`src/rtl/core/mk_pkg.sv`:
```
`default_nettype none

package mk_pkg;

  // Field widths of the channels and the configuration port
  localparam int FIELD_W    = 32;
  localparam int EXT_W      = 31;
  localparam int CFG_DATA_W = 32;
  localparam int CFG_IDX_W  = 3;

  // Register indexes
  localparam logic [CFG_IDX_W-1:0] CFG_CORNER_X = 3'd0;
  localparam logic [CFG_IDX_W-1:0] CFG_CORNER_Y = 3'd1;
  localparam logic [CFG_IDX_W-1:0] CFG_CORNER_Z = 3'd2;
  localparam logic [CFG_IDX_W-1:0] CFG_EXTENT_X = 3'd3;
  localparam logic [CFG_IDX_W-1:0] CFG_EXTENT_Y = 3'd4;
  localparam logic [CFG_IDX_W-1:0] CFG_EXTENT_Z = 3'd5;

  // Side information that travels with one axis through the divider stages
  typedef struct packed {
    logic under;    // below the box: grid 0
    logic over;     // at or above the top edge: grid max
    logic outside;  // strictly outside the box
  } mk_side_t;

endpackage

`default_nettype wire

```
`src/rtl/core/mk_axis_quant.sv`:
```
`default_nettype none

// One axis: offset from the corner, range check, then a restoring divider
// that produces one grid bit per stage.
module mk_axis_quant
  import mk_pkg::*;
#(
  parameter int BITS_PER_AXIS = 21,
  parameter int POS_WIDTH     = 32
) (
  input  wire logic                     clk,
  input  wire logic                     adv,
  input  wire logic [FIELD_W-1:0]       pos,
  input  wire logic [FIELD_W-1:0]       corner,
  input  wire logic [EXT_W-1:0]         ext,
  output logic      [BITS_PER_AXIS-1:0] grid,
  output logic                          outside
);

  localparam int PW = POS_WIDTH;
  localparam int XW = (PW > FIELD_W) ? PW : FIELD_W;
  localparam int CW = (PW > EXT_W) ? PW : EXT_W;
  localparam int B  = BITS_PER_AXIS;

  logic [XW-1:0] pos_ext, cor_ext;
  logic [PW-1:0] pos_p, cor_p;
  logic [PW:0]   diff_nxt, diff_r;

  assign pos_ext  = XW'(pos);
  assign cor_ext  = XW'(corner);
  assign pos_p    = pos_ext[PW-1:0];
  assign cor_p    = cor_ext[PW-1:0];
  assign diff_nxt = {pos_p[PW-1], pos_p} - {cor_p[PW-1], cor_p};

  always_ff @(posedge clk) begin
    if (adv) begin
      diff_r <= diff_nxt;
    end
  end

  // Classify against the box
  logic [CW-1:0]    d_w, e_w;
  logic             neg, ge, gt;
  mk_side_t         side_nxt;
  logic [EXT_W-1:0] rem0_nxt;

  assign d_w = CW'(diff_r[PW-1:0]);
  assign e_w = CW'(ext);
  assign neg = diff_r[PW];
  assign ge  = (d_w >= e_w);
  assign gt  = (d_w > e_w);

  always_comb begin
    side_nxt.under   = neg;
    side_nxt.over    = !neg && ge;
    side_nxt.outside = neg || gt;
    // in range means d < ext < 2^31
    rem0_nxt = (neg || ge) ? '0 : d_w[EXT_W-1:0];
  end

  logic     [EXT_W-1:0] rem_c  [0:B-1];
  logic     [B-1:0]     q_c    [0:B];
  mk_side_t             side_c [0:B];

  always_ff @(posedge clk) begin
    if (adv) begin
      rem_c[0]  <= rem0_nxt;
      side_c[0] <= side_nxt;
    end
  end

  assign q_c[0] = '0;

  for (genvar k = 0; k < B; k++) begin : g_step
    logic [EXT_W+1:0] sub;
    logic             take;

    assign sub  = {1'b0, rem_c[k], 1'b0} - {2'b00, ext};
    assign take = !sub[EXT_W+1];

    always_ff @(posedge clk) begin
      if (adv) begin
        q_c[k+1]    <= B'({q_c[k], take});
        side_c[k+1] <= side_c[k];
      end
    end

    if (k < B - 1) begin : g_rem
      always_ff @(posedge clk) begin
        if (adv) begin
          rem_c[k+1] <= take ? sub[EXT_W-1:0] : {rem_c[k][EXT_W-2:0], 1'b0};
        end
      end
    end
  end

  always_comb begin
    if (side_c[B].under) begin
      grid = '0;
    end else if (side_c[B].over) begin
      grid = '1;
    end else begin
      grid = q_c[B];
    end
  end

  assign outside = side_c[B].outside;

endmodule

`default_nettype wire

```
`config.mk`:
```
export PLATFORM = sky130hd
export DESIGN_NAME = mk_axis_quant
export DESIGN_NICKNAME = d
export VERILOG_FILES = /design/src/rtl/core/mk_pkg.sv /design/src/rtl/core/mk_axis_quant.sv
export SDC_FILE = /design/constraint.sdc
export NUM_CORES = 2
export LEC_CHECK = 0
export BUFFER_PORTS_ARGS = -buffer_cell sky130_fd_sc_hd__buf_2
export CORE_MARGIN = 1.5
export CORE_UTILIZATION = 45
export DETAILED_ROUTE_END_ITERATION = 8
export PLACE_DENSITY = 0.72
export SETUP_SLACK_MARGIN = 0.02
export SLEW_MARGIN = 5
export SYNTH_ARGS = -nofsm -noshare
export SYNTH_HDL_FRONTEND = slang
export SYNTH_SLANG_ARGS = --single-unit
```
`constraint.sdc`:
```
create_clock -name clk -period 6 [get_ports clk]
set_input_delay 1.2 -clock clk [delete_from_list [all_inputs] [get_ports clk]]
set_output_delay 1.2 -clock clk [all_outputs]
set_load 0.05 [all_outputs]
```
==> qor.txt <==
DR vias/cell = 5.83
GP Congestion = 0.908
PostCTS Resize Cnt = 0
Max-slew headroom = 12.1%
Clock Root Buffer = clkbuf_16
Peak Freq = 211 MHz
setup slack, reg-to-reg = 1.86 ns
post-synthesis sequential area ratio = 42.8%
Die X = 394 um
Synthesized Nets = 7,529
top-count cell post-synth = edfxtp_1
Comb power frac = 52.6%
GR Util All Layers = 21.6%
Crit path max-delay family = compound AO/OA/AOI/OAI gates
Least-Margin Pin Slew = 1.32 ns
hpwl dp = 127 mm
Yosys top cell area share = 42.8%
H-Tree Depth = 3
Switching Power = 17.1 mW
Clk pwr share = 16.9%
Worst path max stage delay = 0.48 ns
Die Y = 394 um
Worst EP required = 6.51 ns
Finished Layout Cells = 9,020
Post-Synthesis Cells = 6,718
worst-path cell chain = buf_2 > inv_2 > buf_4 > fa_1 > a211oi_1 > o211ai_1 > a41oi_1 > o211ai_1 > a32o_1 > o21a_1 > o21ai_1 > nand2_1 > buf_4 > mux2_1
setup ws final = 1.26 ns
Final Hold Fails = 0
CP max stage cell = fa_1
# Max-Cap Violations = 0
NumNets Final = 7,701
antenna-violating nets left = 0
initial drt markers = 3,991
M1 WL = 77.6 mm
Int Pwr = 25.6 mW
Unique masters post-synth = 102
Synth Register Bits = 981
DRC Markers = 0
most used flip-flop cell after synthesis = edfxtp_1
core area = 152,000 um2
pwr/cell area = 558 nW/um2
Rows = 143
clk_lat worst skew = 0.78 ns
ys async rst share = 0%
Buf+Inv Stages, Crit Path = 4
grt ovf = 0
Ports = 119
syn avg cell area = 10.3 um2
Synth area leaders = edfxtp_1 (43%), ha_1 (13%), a21oi_1 (5.8%), xnor2_1 (4.6%), a21o_1 (3.4%)
Pre-antenna DRT Iters = 6
Netlist Area Pre-Place = 68,900 um2
met2 wire length = 80.1 mm
average wire per standard cell = 19.3 um
clk slew on worst S/H paths = 0.06 ns
nature of the critical path startpoint = primary input
first-pass GRT wire length = 271 mm
total negative slack = 0 ns
share of layout cells above drive strength 1 = 10.1%
antenna violations before repair = 1
IO Port Bufs = 118
fin crit share = 79.0%
EDFF count, synth = 981
register area = 29,500 um2
CTS tree = done
final setup fails = 0
Tmin final = 4.74 ns
sequential power share = 30.5%
VDD IR max = 0.000309 V
Synth warnings = 0
Fillers = 13,600
CP Max Fanout = 49
Inst Count DP = 8,805
LEAKAGE = 30.8 nW
vias in the first global route = 50,500
WL met3 = 9.65 mm
Setup Skew = 0.0591 ns
RSZ-0062 raised after global routing = no
total power = 42.7 mW
die area = 155,000 um2
status = finished clean
synth-to-layout area growth = 11.0%
Starting Density = 45.4%
multi-input logic area = 37,900 um2
Commonest cells post-synth = edfxtp_1 (981), a21oi_1 (795), ha_1 (693)
via count = 52,600
max-slew violations = 0
uppermost layer routed = met4
Detailed Route WL = 174 mm
Synth area leader = edfxtp_1
CTS Buf Count = 113
largest net degree at the start of global routing = 132
CTS sink count = 981
hold-fix buffers at CTS = 0
Setup Crit Path Kind = in2reg
Arr. time, crit path = 5.25 ns
Post-Place Worst Slack = 0.573 ns
crit end category = flop
Final Util = 50.4%
Post-CTS Setup Inserts = 0
switch share = 40.1%
CTS max path bufs = 3
Hold WC Path Type = reg2reg
flip-flops by register name, indices dropped and copies added (netlist names):
register / count
rem_c: 651
side_c: 66
diff_r: 33
q_c: 231
power by group through the flow:
stage | Combinational, mW | Sequential, mW | Clock (mW)
after floorplan | 17.7 | 12.2 | 0
after global placement | 21.5 | 13.1 | 0
after detailed placement | 22.0 | 13.1 | 0
after CTS | 22.2 | 13.0 | 7.38
after global routing | 24.9 | 13.2 | 7.63
final | 22.4 | 13.0 | 7.21
cell families (layout without fill, tap and decap cells):
group                    Yosys count  after routing  share of synthesized area [%]
AO/OA/AOI/OAI                   2181           2181                           19.8
XOR/XNOR                         540            540                           6.86
adder cells (fa/ha/maj)          714            714                           13.2
buffers and inverters            404            672                           2.38
flip-flops                       981            981                           42.8
multiplexers                     217            217                           3.54
other                              0              4                              0
AND/OR/NAND/NOR                 1681           1681                           11.4
routing by layer:
layer  vias up  GRT usage (%)
met5         -              0
met4         0           8.90
met3       340           2.66
met2      1546           35.4
met1     25000           29.0
li1      25800              -
cells in the final DEF (no fill, tap or decap), types with 67 or more instances in the layout:
cell / n
nor2_1: 593
clkbuf_16: 113
edfxtp_1: 981
a21o_1: 314
buf_4: 81
o21a_1: 94
mux2_2: 195
nand3_1: 104
xnor2_1: 358
inv_1: 227
nor3_1: 85
xor2_1: 182
ha_1: 693
nand2_1: 410
nand2b_1: 79
nand4_1: 83
a211oi_1: 67
o21ai_0: 409
buf_2: 117
o21bai_1: 72
nor2b_1: 78
a21oi_1: 795
path summary, 6_finish.rpt:
path	startpoint	endpoint	depth (start not counted)
worst max-delay path	ext[0]	rem_c[1][57]	14
worst min-delay path	q_c[278]	q_c[258]	0
worst max register to register	rem_c[4][93]	rem_c[5][2]	12
worst min register to register	q_c[278]	q_c[258]	0
per-stage QoR:
stage	hold slack, ns	cell area (um2)
finish	0.371	76500
global route	0.377	76500
CTS	0.381	76500
detailed placement	0.405	72600
global placement	0.400	72600
floorplan	0.400	68900
final cells by class:
type / instances / area share (%)
Timing Repair Buffer: 231 / 2.42
Inverter: 230 / 1.13
Multi-Input combinational cell: 5333 / 49.5
Clock inverter: 85 / 1.31
Tap cell: 2030 / 3.32
Antenna cell: 4 / 0.0131
Sequential cell: 981 / 38.5
Clock buffer: 126 / 3.76
Power figures use the tool's default switching activity.
